File: src/hw/rtl/header_framed_command_parser_core_defines.svh
// ---------------------------------------------------------------------------
// Assertion macros for the header-framed command parser
// Immediate-implication and next-cycle checks, clocked and reset-gated.
// ---------------------------------------------------------------------------
`ifndef HEADER_FRAMED_COMMAND_PARSER_CORE_DEFINES_SVH
`define HEADER_FRAMED_COMMAND_PARSER_CORE_DEFINES_SVH

// same-cycle implication
`define HFCP_ASSERT_NOW(label, clk, rst, ante, cons, msg) \
  label: assert property (@(posedge clk) disable iff (rst) (ante) |-> (cons)) \
    else $error(msg);

// next-cycle implication
`define HFCP_ASSERT_NEXT(label, clk, rst, ante, cons, msg) \
  label: assert property (@(posedge clk) disable iff (rst) (ante) |=> (cons)) \
    else $error(msg);

`endif

File: src/hw/rtl/hfcp_pkg.sv
// ---------------------------------------------------------------------------
// hfcp_pkg
// Shared types and constants of the header-framed command parser.
// ---------------------------------------------------------------------------
package hfcp_pkg;

  localparam int LED_NUMBER_DEF      = 16;
  localparam int RECEIVER_NUMBER_DEF = 16;

  localparam logic [7:0] HDR_FIRST    = 8'h84;
  localparam logic [7:0] HDR_SECOND   = 8'h6F;
  localparam logic [5:0] PACKET_BYTES = 6'd59;
  localparam logic [5:0] OFS_BRIGHT   = 6'd7;
  localparam logic [5:0] OFS_MASK     = 6'd23;
  localparam logic [5:0] OFS_POWER    = 6'd55;
  localparam logic [7:0] RATE_RESET   = 8'd50;

  // payload cells hold offsets 7..58
  localparam int STORE_DEPTH = 52;
  // control bytes power, storage, rate, start
  localparam int CTRL_BYTES  = 4;
  // drain position at which the control bytes sit at the head of the chain
  localparam logic [5:0] CTRL_POS = OFS_POWER - OFS_BRIGHT;

  typedef enum logic [1:0] {
    HUNT_FIRST  = 2'd0,
    HUNT_SECOND = 2'd1,
    COLLECT     = 2'd2
  } hunt_t;

  typedef enum logic [1:0] {
    KIND_BRIGHT = 2'd0,
    KIND_MASK   = 2'd1,
    KIND_CTRL   = 2'd2
  } kind_t;

  typedef logic [7:0] byte_t;

endpackage

File: src/hw/rtl/hfcp_cell.sv
// ---------------------------------------------------------------------------
// hfcp_cell
// One byte of the payload chain; loads its neighbor's byte on a shift.
// ---------------------------------------------------------------------------
module hfcp_cell (
  input  logic           clk,
  input  logic           shift,
  input  hfcp_pkg::byte_t din,
  output hfcp_pkg::byte_t dout
);

  hfcp_pkg::byte_t data;

  always_ff @(posedge clk) begin
    if (shift) begin
      data <= din;
    end
  end

  assign dout = data;

endmodule

File: src/hw/rtl/hfcp_chain.sv
// ---------------------------------------------------------------------------
// hfcp_chain
// Row of payload cells. Bytes enter at the tail and move toward the head.
// ---------------------------------------------------------------------------
module hfcp_chain (
  input  logic            clk,
  input  logic            shift,
  input  hfcp_pkg::byte_t tail_in,
  output hfcp_pkg::byte_t head [hfcp_pkg::CTRL_BYTES]
);

  hfcp_pkg::byte_t link [hfcp_pkg::STORE_DEPTH + 1];

  assign link[hfcp_pkg::STORE_DEPTH] = tail_in;

  for (genvar i = 0; i < hfcp_pkg::STORE_DEPTH; i++) begin : g_cell
    hfcp_cell u_cell (
      .clk  (clk),
      .shift(shift),
      .din  (link[i+1]),
      .dout (link[i])
    );
  end

  for (genvar j = 0; j < hfcp_pkg::CTRL_BYTES; j++) begin : g_head
    assign head[j] = link[j];
  end

endmodule

File: src/hw/rtl/header_framed_command_parser_core.sv
// ---------------------------------------------------------------------------
// header_framed_command_parser_core
// Hunts for the 0x84 0x6F header, collects a 59-byte packet into a cell
// chain and drains brightness, channel-mask and control requests from it.
// ---------------------------------------------------------------------------
// Rate: one input byte per cycle while collecting; header and filler bytes
//   give no request.
// The completing byte starts a drain (one chain shift a cycle, 48 shifts
//   plus the control request), stretched by output stalls; no byte is taken
//   during the drain.
// The edge that takes the last byte sets busy; the first brightness request
//   is then loaded into the output register when the drain advances.
// Reset (rst, synchronous, active high): hunting, byte count 0, power 1,
//   storage 0, rate 50, start 0, output empty. Chain contents are not reset.
// ---------------------------------------------------------------------------
`include "header_framed_command_parser_core_defines.svh"

module header_framed_command_parser_core #(
  parameter int LED_NUMBER      = hfcp_pkg::LED_NUMBER_DEF,
  parameter int RECEIVER_NUMBER = hfcp_pkg::RECEIVER_NUMBER_DEF
) (
  input  logic        clk,
  input  logic        rst,
  // slave side: received bytes
  input  logic        s_tvalid,
  output logic        s_tready,
  input  logic [7:0]  s_tdata,   // rx_byte[7:0]
  // master side: parsed requests
  output logic        m_tvalid,
  input  logic        m_tready,
  // index[4:0], value[12:5], power_on[13], storage_on[14], sample_rate[22:15],
  // start_on[23], power_changed[24], storage_changed[25], rate_changed[26],
  // start_changed[27], zero[31:28]
  output logic [31:0] m_tdata,
  output logic [1:0]  m_tuser,   // kind[1:0]
  output logic        m_tlast    // last
);

  localparam int MASK_BYTES = (LED_NUMBER * RECEIVER_NUMBER) / 8;
  // drain positions (offset minus 7) of each request group
  localparam logic [5:0] LED_END  = 6'(LED_NUMBER);
  localparam logic [5:0] MASK_BEG = hfcp_pkg::OFS_MASK - hfcp_pkg::OFS_BRIGHT;
  localparam logic [5:0] MASK_END = 6'(32'(MASK_BEG) + MASK_BYTES);

  // ---- header hunt and byte count ----
  hfcp_pkg::hunt_t hunt, hunt_next;
  logic [5:0]      byte_count, byte_count_next;
  logic            in_acc;
  logic            store_byte;   // byte lands in the chain
  logic            complete;     // packet's final byte accepted

  // ---- drain sequencer ----
  logic       busy;              // draining the chain
  logic [5:0] pos;               // offset - 7 of the byte at chain head
  logic       advance;
  logic       emit_bright, emit_mask, emit_ctrl;

  // ---- stored settings ----
  logic       power_state, storage_state, start_state;
  logic [7:0] rate_state;

  hfcp_pkg::byte_t head [hfcp_pkg::CTRL_BYTES];
  logic       pc, sc, rc, tc;
  logic       power_new, storage_new, start_new;
  logic [7:0] rate_new;

  assign s_tready = !busy;
  assign in_acc   = s_tvalid && s_tready;

  // next state of the header hunt; the code left over behaves like hunting
  always_comb begin
    hunt_next       = hunt;
    byte_count_next = byte_count;
    store_byte      = 1'b0;
    complete        = 1'b0;
    if (in_acc) begin
      unique case (hunt)
        hfcp_pkg::HUNT_SECOND: begin
          if (s_tdata == hfcp_pkg::HDR_SECOND) begin
            hunt_next       = hfcp_pkg::COLLECT;
            byte_count_next = 6'd2;
          end else begin
            hunt_next       = hfcp_pkg::HUNT_FIRST;
            byte_count_next = 6'd0;
          end
        end
        hfcp_pkg::COLLECT: begin
          store_byte = (byte_count >= hfcp_pkg::OFS_BRIGHT);
          if (byte_count + 6'd1 == hfcp_pkg::PACKET_BYTES) begin
            complete        = 1'b1;
            hunt_next       = hfcp_pkg::HUNT_FIRST;
            byte_count_next = 6'd0;
          end else begin
            byte_count_next = byte_count + 6'd1;
          end
        end
        default: begin
          if (s_tdata == hfcp_pkg::HDR_FIRST) begin
            hunt_next       = hfcp_pkg::HUNT_SECOND;
            byte_count_next = 6'd1;
          end else begin
            hunt_next       = hfcp_pkg::HUNT_FIRST;
            byte_count_next = 6'd0;
          end
        end
      endcase
    end
  end

  always_ff @(posedge clk) begin
    if (rst) begin
      hunt       <= hfcp_pkg::HUNT_FIRST;
      byte_count <= 6'd0;
    end else begin
      hunt       <= hunt_next;
      byte_count <= byte_count_next;
    end
  end

  // payload chain: collection shifts bytes in, the drain shifts them out
  assign advance     = busy && (!m_tvalid || m_tready);
  assign emit_bright = (pos < LED_END);
  assign emit_mask   = (pos >= MASK_BEG) && (pos < MASK_END);
  assign emit_ctrl   = (pos == hfcp_pkg::CTRL_POS);

  hfcp_chain u_chain (
    .clk    (clk),
    .shift  (store_byte || (advance && !emit_ctrl)),
    .tail_in(s_tdata),
    .head   (head)
  );

  // control bytes are at the head once 48 shifts have gone by
  assign pc = (head[0] != {7'd0, power_state});
  assign sc = (head[1] != {7'd0, storage_state});
  assign rc = (head[2] != rate_state);
  assign tc = (head[3] != {7'd0, start_state});
  assign power_new   = pc ? (head[0] != 8'd0) : power_state;
  assign storage_new = sc ? (head[1] != 8'd0) : storage_state;
  assign rate_new    = rc ? head[2] : rate_state;
  assign start_new   = tc ? (head[3] != 8'd0) : start_state;

  always_ff @(posedge clk) begin
    if (rst) begin
      busy          <= 1'b0;
      pos           <= 6'd0;
      power_state   <= 1'b1;
      storage_state <= 1'b0;
      rate_state    <= hfcp_pkg::RATE_RESET;
      start_state   <= 1'b0;
    end else begin
      if (complete) begin
        busy <= 1'b1;
        pos  <= 6'd0;
      end else if (advance) begin
        if (emit_ctrl) begin
          busy          <= 1'b0;
          power_state   <= power_new;
          storage_state <= storage_new;
          rate_state    <= rate_new;
          start_state   <= start_new;
        end else begin
          pos <= pos + 6'd1;
        end
      end
    end
  end

  // output register: new input bytes can be taken while the control request waits here
  always_ff @(posedge clk) begin
    if (rst) begin
      m_tvalid <= 1'b0;
    end else if (advance && (emit_bright || emit_mask || emit_ctrl)) begin
      m_tvalid <= 1'b1;
    end else if (m_tready) begin
      m_tvalid <= 1'b0;
    end
  end

  always_ff @(posedge clk) begin
    if (advance) begin
      priority if (emit_ctrl) begin
        m_tuser <= hfcp_pkg::KIND_CTRL;
        m_tlast <= 1'b1;
        m_tdata <= {4'd0, tc, rc, sc, pc, start_new, rate_new, storage_new,
                    power_new, 8'd0, 5'd0};
      end else if (emit_bright) begin
        m_tuser <= hfcp_pkg::KIND_BRIGHT;
        m_tlast <= 1'b0;
        m_tdata <= {19'd0, head[0], pos[4:0]};
      end else if (emit_mask) begin
        m_tuser <= hfcp_pkg::KIND_MASK;
        m_tlast <= 1'b0;
        m_tdata <= {19'd0, head[0], 5'(pos - MASK_BEG)};
      end else begin
        m_tlast <= m_tlast;
      end
    end
  end

  // ---- checks ----
  `HFCP_ASSERT_NEXT(a_complete_starts_drain, clk, rst, complete,
                    busy && pos == 6'd0, "packet completion did not start the drain")
  `HFCP_ASSERT_NOW(a_drain_while_hunting, clk, rst, busy,
                   hunt == hfcp_pkg::HUNT_FIRST && byte_count == 6'd0,
                   "drain running outside the hunting state")
  `HFCP_ASSERT_NOW(a_last_is_ctrl, clk, rst, m_tvalid && m_tlast,
                   m_tuser == hfcp_pkg::KIND_CTRL, "last request is not a control request")
  `HFCP_ASSERT_NEXT(a_pos_steps, clk, rst, advance && !emit_ctrl,
                    pos == $past(pos) + 6'd1, "drain position did not step by one")

endmodule

File: config.mk
export PLATFORM = sky130hd
export DESIGN_NAME = header_framed_command_parser_core
export DESIGN_NICKNAME = d
export VERILOG_FILES = /design/src/hw/rtl/hfcp_pkg.sv /design/src/hw/rtl/hfcp_cell.sv /design/src/hw/rtl/hfcp_chain.sv /design/src/hw/rtl/header_framed_command_parser_core.sv
export VERILOG_INCLUDE_DIRS = /design/src /design/src/hw/rtl
export SDC_FILE = /design/constraint.sdc
export NUM_CORES = 1
export LEC_CHECK = 0
export ABC_AREA = 1
export ABC_CLOCK_PERIOD_IN_PS = 48800
export BUFFER_PORTS_ARGS = -buffer_cell sky130_fd_sc_hd__buf_4
export CAP_MARGIN = 20
export CORE_MARGIN = 2
export CORE_UTILIZATION = 45
export DETAILED_ROUTE_END_ITERATION = 8
export GPL_TIMING_DRIVEN = 0
export SLEW_MARGIN = 20
export SYNTH_ARGS = -nofsm -noshare
export SYNTH_HDL_FRONTEND = slang
export SYNTH_SLANG_ARGS = --single-unit
File: constraint.sdc
create_clock -name clk -period 48.8 [get_ports clk]
set_clock_uncertainty 0.05 [all_clocks]
set_input_delay 9.76 -clock clk [delete_from_list [all_inputs] [get_ports clk]]
set_output_delay 9.76 -clock clk [all_outputs]
set_load 0.01 [all_outputs]
# Word-level counts from Yosys, hierarchy flattened
# Index checks and enable logic that the tools add are counted.
# totals
word_cells,141
in_bits,12
out_inout_bits,37
register_bits,474
# classes
eq_ne,11
reduce_logical,26
n_mux,29
order_cmp,4
n_bitwise,2
add_sub_neg,3
# ops
operator,n
$mux 28,3
$ne 8x1->1,3
$reduce_bool 8->1,3
$mux 1,17
$add 6x1->6 const B,2
$eq 6x6->1 const B,2
$pmux 6 s2,1
$mux 2,5
$eq 8x7->1 const B,1
$eq 8x8->1 const B,1
$mux 8,1
$ne 8x8->1,1
$reduce_and 2->1,4
$ge 6x3->1 const B,1
$ge 6x5->1 const B,1
$lt 6x5->1 const B,1
$lt 6x6->1 const B,1
$mux 6,1
$reduce_bool 2->1,3
$logic_and 1x1->1,5
$sub 5x5->5 const B,1
$logic_or 1x1->1,4
$pmux 2 s2,1
$reduce_or 2->1,2
7 further kinds,10

# Logic depth before layout (Yosys ltp)
# logic_depth
word_depth,7
ltp_mapped,10
mapped_depth_nobuf,10

# By module
# From an unflattened synthesis, not the netlist that was laid out.
# unflattened
cells_unflattened,717
area_unflattened_um2,15280.9
# modules_own_cells
mod,area_each_um2,cells_per_inst,n_inst,seq_area_each_um2
hfcp_cell,240.2,8,52,240.2
header_framed_command_parser_core,2788.9,301,1,1441.4

# Worst setup path after synthesis
# Ideal clock, no wire load.
# synth_timing
kind,input -> register
start,in s_tvalid
end,reg u_chain.g_cell[0].u_cell.data[0] (enable)
path_stages,4
setup_slack_ns,7.937
setup_ns,1.770
required_time_ns,46.980
path_buffers,0
t_arrival_ns,39.043
cell_sequence,inv_1 nor2_2 nand2_1 o21ai_0
# synth_between
elab_chain_len,3
# synth_rtl
item,line,source
start: declaration,header_framed_command_parser_core.sv:25,"input logic s_tvalid,"
$logic_and 1x1->1,header_framed_command_parser_core.sv:68,assign in_acc = s_tvalid && s_tready;
$mux 1,header_framed_command_parser_core.sv:76,if (in_acc) begin
$logic_or 1x1->1,header_framed_command_parser_core.sv:128,".shift (store_byte || (advance && !emit_ctrl)),"
via u_chain.g_cell[0].u_cell.shift,hfcp_cell.sv:7,"input logic shift,"
end signal: assignment,hfcp_cell.sv:16,data <= din;
end: declaration,hfcp_cell.sv:12,hfcp_pkg::byte_t data;
# The timed path passes the listed nets, and every way through them passes these cells.
# A chain may end at the register's enable or synchronous reset.

# Final worst setup path
# layout_timing
start,in s_tvalid
end,reg u_chain.g_cell[11].u_cell.data[7] (enable)
# layout_between
elab_chain_len,3
# layout_rtl
item,line
$logic_and 1x1->1,header_framed_command_parser_core.sv:68
$mux 1,header_framed_command_parser_core.sv:76
$logic_or 1x1->1,header_framed_command_parser_core.sv:128
via u_chain.g_cell[0].u_cell.shift,hfcp_cell.sv:7
end signal: assignment,hfcp_cell.sv:16
end: declaration,hfcp_cell.sv:12
# The timed path passes the listed nets, and every way through them passes these cells.

==> results_dict.tcl <==
set metrics [dict create \
    nNetsFinal 842 \
    ys_seq_area_share_pct 91.5 \
    post_cts_buffers 0 \
    clk_pin_slew_ps 60 \
    hold_ws_ps 364 \
    syn_area_sq_um 15200 \
    rsz0062_at_grt "false" \
    worstHoldEndpoint "u_chain.g_cell[44].u_cell.dout[1]$_DFFE_PP_" \
    gr-usage-met1_pct 16.8 \
    hold_viol_final 0 \
    ioPinCount 49 \
    fin_crit_ps 12020 \
    grt_use_met2_pct 15.8 \
    max-slew-margin-rel_pct 56.9 \
    ys_ff_latch 473 \
    fmax_mhz 83.2 \
    crit_chain "buf_4 -> inv_1 -> nor2_2 -> nand2_1 -> o21ai_4 -> buf_16 -> buf_16 -> buf_16 -> buf_16 -> buf_16 -> buf_16" \
    cts.htree.levels 2 \
    root_buffer "clkbuf_16" \
    cpMostUsedCell "buf_16" \
    arrival_ps 12220 \
    final-max-slew-violation-count 0 \
    fin_area_sq_um 18000 \
    n_antenna_cell 0 \
    leakage_nw 5.86 \
    layout-drive-gt1-share_pct 18.5 \
    hold_depth 0 \
    final_cell_mix "edfxtp_1 (446), buf_4 (49), clkbuf_16 (46)" \
    slowest_delay_ps 590 \
    layout_setup_ws_ps 36780 \
    antenna_found_initial 0 \
    drt_wl_total_mm 19.4 \
    io_buffers 44 \
    synth_cell_types 36 \
    fp.dieArea_sq_um 35300 \
    cts_tree "yes" \
    cts_resized 0 \
    fin_crit_sh_pct 24.6 \
    hold_class "flip-flop to flip-flop" \
    fp.coreArea_sq_um 33400 \
    gr-usage-all-layers_pct 11.1 \
    fp.dieH_um 188 \
    clockBufferDepth 3 \
    r2r_end "u_chain.g_cell[11].u_cell.dout[7]$_DFFE_PP_" \
    rows 67 \
    cap_viol_max_count 0 \
    postSynthAreaPerCell_sq_um 21.4 \
    holdCritStartpoint "u_chain.g_cell[45].u_cell.dout[1]$_DFFE_PP_" \
    start_util_pct 45.6 \
    vdd_drop_max_mv 0.0264 \
    grt_max_degree 28 \
    drtIter0Drc 424 \
    dpl.hpwl_mm 11.1 \
    rr_worst_depth 9 \
    start_kind "primary input" \
    ant_nets 0 \
    r2r-start "busy$_SDFFE_PP0P_" \
    final_common_cell "edfxtp_1" \
    grt_first_pass_wirelength_mm 31.2 \
    via_per_inst 4.67 \
    wire_per_inst_um 14.9 \
    holdBufCountCts 0 \
    placed_area_sq_um 16700 \
    pre_cts_ws_ps 36180 \
    power_w 0.000756 \
    crit_fanout 25 \
    powerDensity_nw_per_um2 41.9 \
    ys_warn_count 0 \
    gr-total-overflow 0 \
    first_pass_iters 4 \
    vias 6091 \
    grtUsageMet3_pct 2.49 \
    grt_pass1_vias 5974 \
    critPathKind "primary input to flip-flop" \
    dieWidth_um 188 \
    remaining_drc_errors 0 \
    slowest_stage "o21ai_4" \
    crit_required_ps 48990 \
    cts_sinks 473 \
    status "finished, final reports clean" \
    syn2layout_area_growth_pct 18.4 \
    clk-insertion-delay-late_ps 530 \
    worst_slew_pin_slew_ps 644 \
    netlist_instances 711 \
    worst_setup_path_end_kind "flip-flop" \
    gp_congestion 0.759 \
    numCtsBuffers 44 \
    ff2ff_setup_slack_ps 45740 \
    busiest_layer "met1" \
    setup_viol 0 \
    tns_ps 0 \
]
## worst max-delay path: cells and delay by family
kind,cells,cell delay (ps)
buffers and inverters,8,1320
AOI/OAI and AO/OA,1,590
and+or+nand+nor,2,520
## cell families after synthesis
kind of cell,after synthesis,synth area share (%)
flip-flops,473,91.5
AND/OR/NAND/NOR,112,3.70
buffers and inverters,57,1.59
AO/OA/AOI/OAI,45,1.68
XOR/XNOR,16,0.969
adder cells (fa/ha/maj),7,0.575
other,1,0.0246
## worst max path at each step
stage / startpoint / to / slack (ps)
after floorplan: s_tvalid / u_chain.g_cell[0].u_cell.dout[0]$_DFFE_PP_ / 7940
after global placement: s_tvalid / u_chain.g_cell[9].u_cell.dout[7]$_DFFE_PP_ / -1290
after detailed placement: s_tvalid / u_chain.g_cell[10].u_cell.dout[7]$_DFFE_PP_ / 36180
after CTS: s_tvalid / u_chain.g_cell[11].u_cell.dout[7]$_DFFE_PP_ / 36770
after global routing: s_tvalid / u_chain.g_cell[11].u_cell.dout[7]$_DFFE_PP_ / 36620
final: s_tvalid / u_chain.g_cell[11].u_cell.dout[7]$_DFFE_PP_ / 36780
## report_power, final
group           total (W)  internal [W]  leakage (nW)  switching (W)
Combinational  0.00000288    0.00000117          1.05     0.00000170
Sequential       0.000437      0.000437          4.15   0.0000000935
Clock            0.000316      0.000181         0.665       0.000135
Total            0.000756      0.000619          5.86       0.000137
## final cells by class
type | instances | area (sq um)
plain buffers | 11 | 70.1
clock buffers | 61 | 1230
clock inverters | 18 | 123
fillers | 2531 | 15400
inverters | 46 | 173
multi-input cells | 184 | 1090
flip-flops and latches | 473 | 13900
well taps | 448 | 561
repair buffers | 63 | 853
## Yosys cell counts, drive strengths merged
cell type  number  share of area, %
inv            46               1.1
xnor2           6              0.39
xor2           10              0.57
nand3          14              0.66
a31oi           1             0.041
clkbuf          2             0.049
and3            1             0.041
nor4            5              0.21
ha              7              0.57
nor3            5              0.16
o21ai          10              0.33
a211oi          1             0.082
nand4           5              0.21
buf             9              0.41
dfxtp          27               3.5
nor2           43               1.2
or2             1             0.057
edfxtp        446                88
nand2          36               1.0
and2            1             0.041
conb            1             0.025
a21oi          32               1.2
nor3b           1             0.049
a311oi          1             0.057
## sequential cells by signal, indices dropped and copies added (netlist names), 2 cells and up
| signal | cells |
|---|---|
| u_chain.g_cell.u_cell.dout | 416 |
| m_tdata | 28 |
| rate_state | 8 |
| byte_count | 6 |
| pos | 6 |
| hunt | 2 |
| m_tuser | 2 |
## layer usage
metal  part of all wire (%)  routed length [um]
met1                     51                9890
met2                     42                8090
met3                    4.5                 873
met4                    2.7                 531
met5                      0                   0
## through the flow
stage          instances  utilization, %
4_1_cts             1304            53.9
3_3_place_gp        1206            48.2
3_5_place_dp        1225            49.9
5_1_grt             1304            53.9
6_report            1304            53.9
2_1_floorplan        714               -
Note: power is estimated with default switching activity, not from simulation.
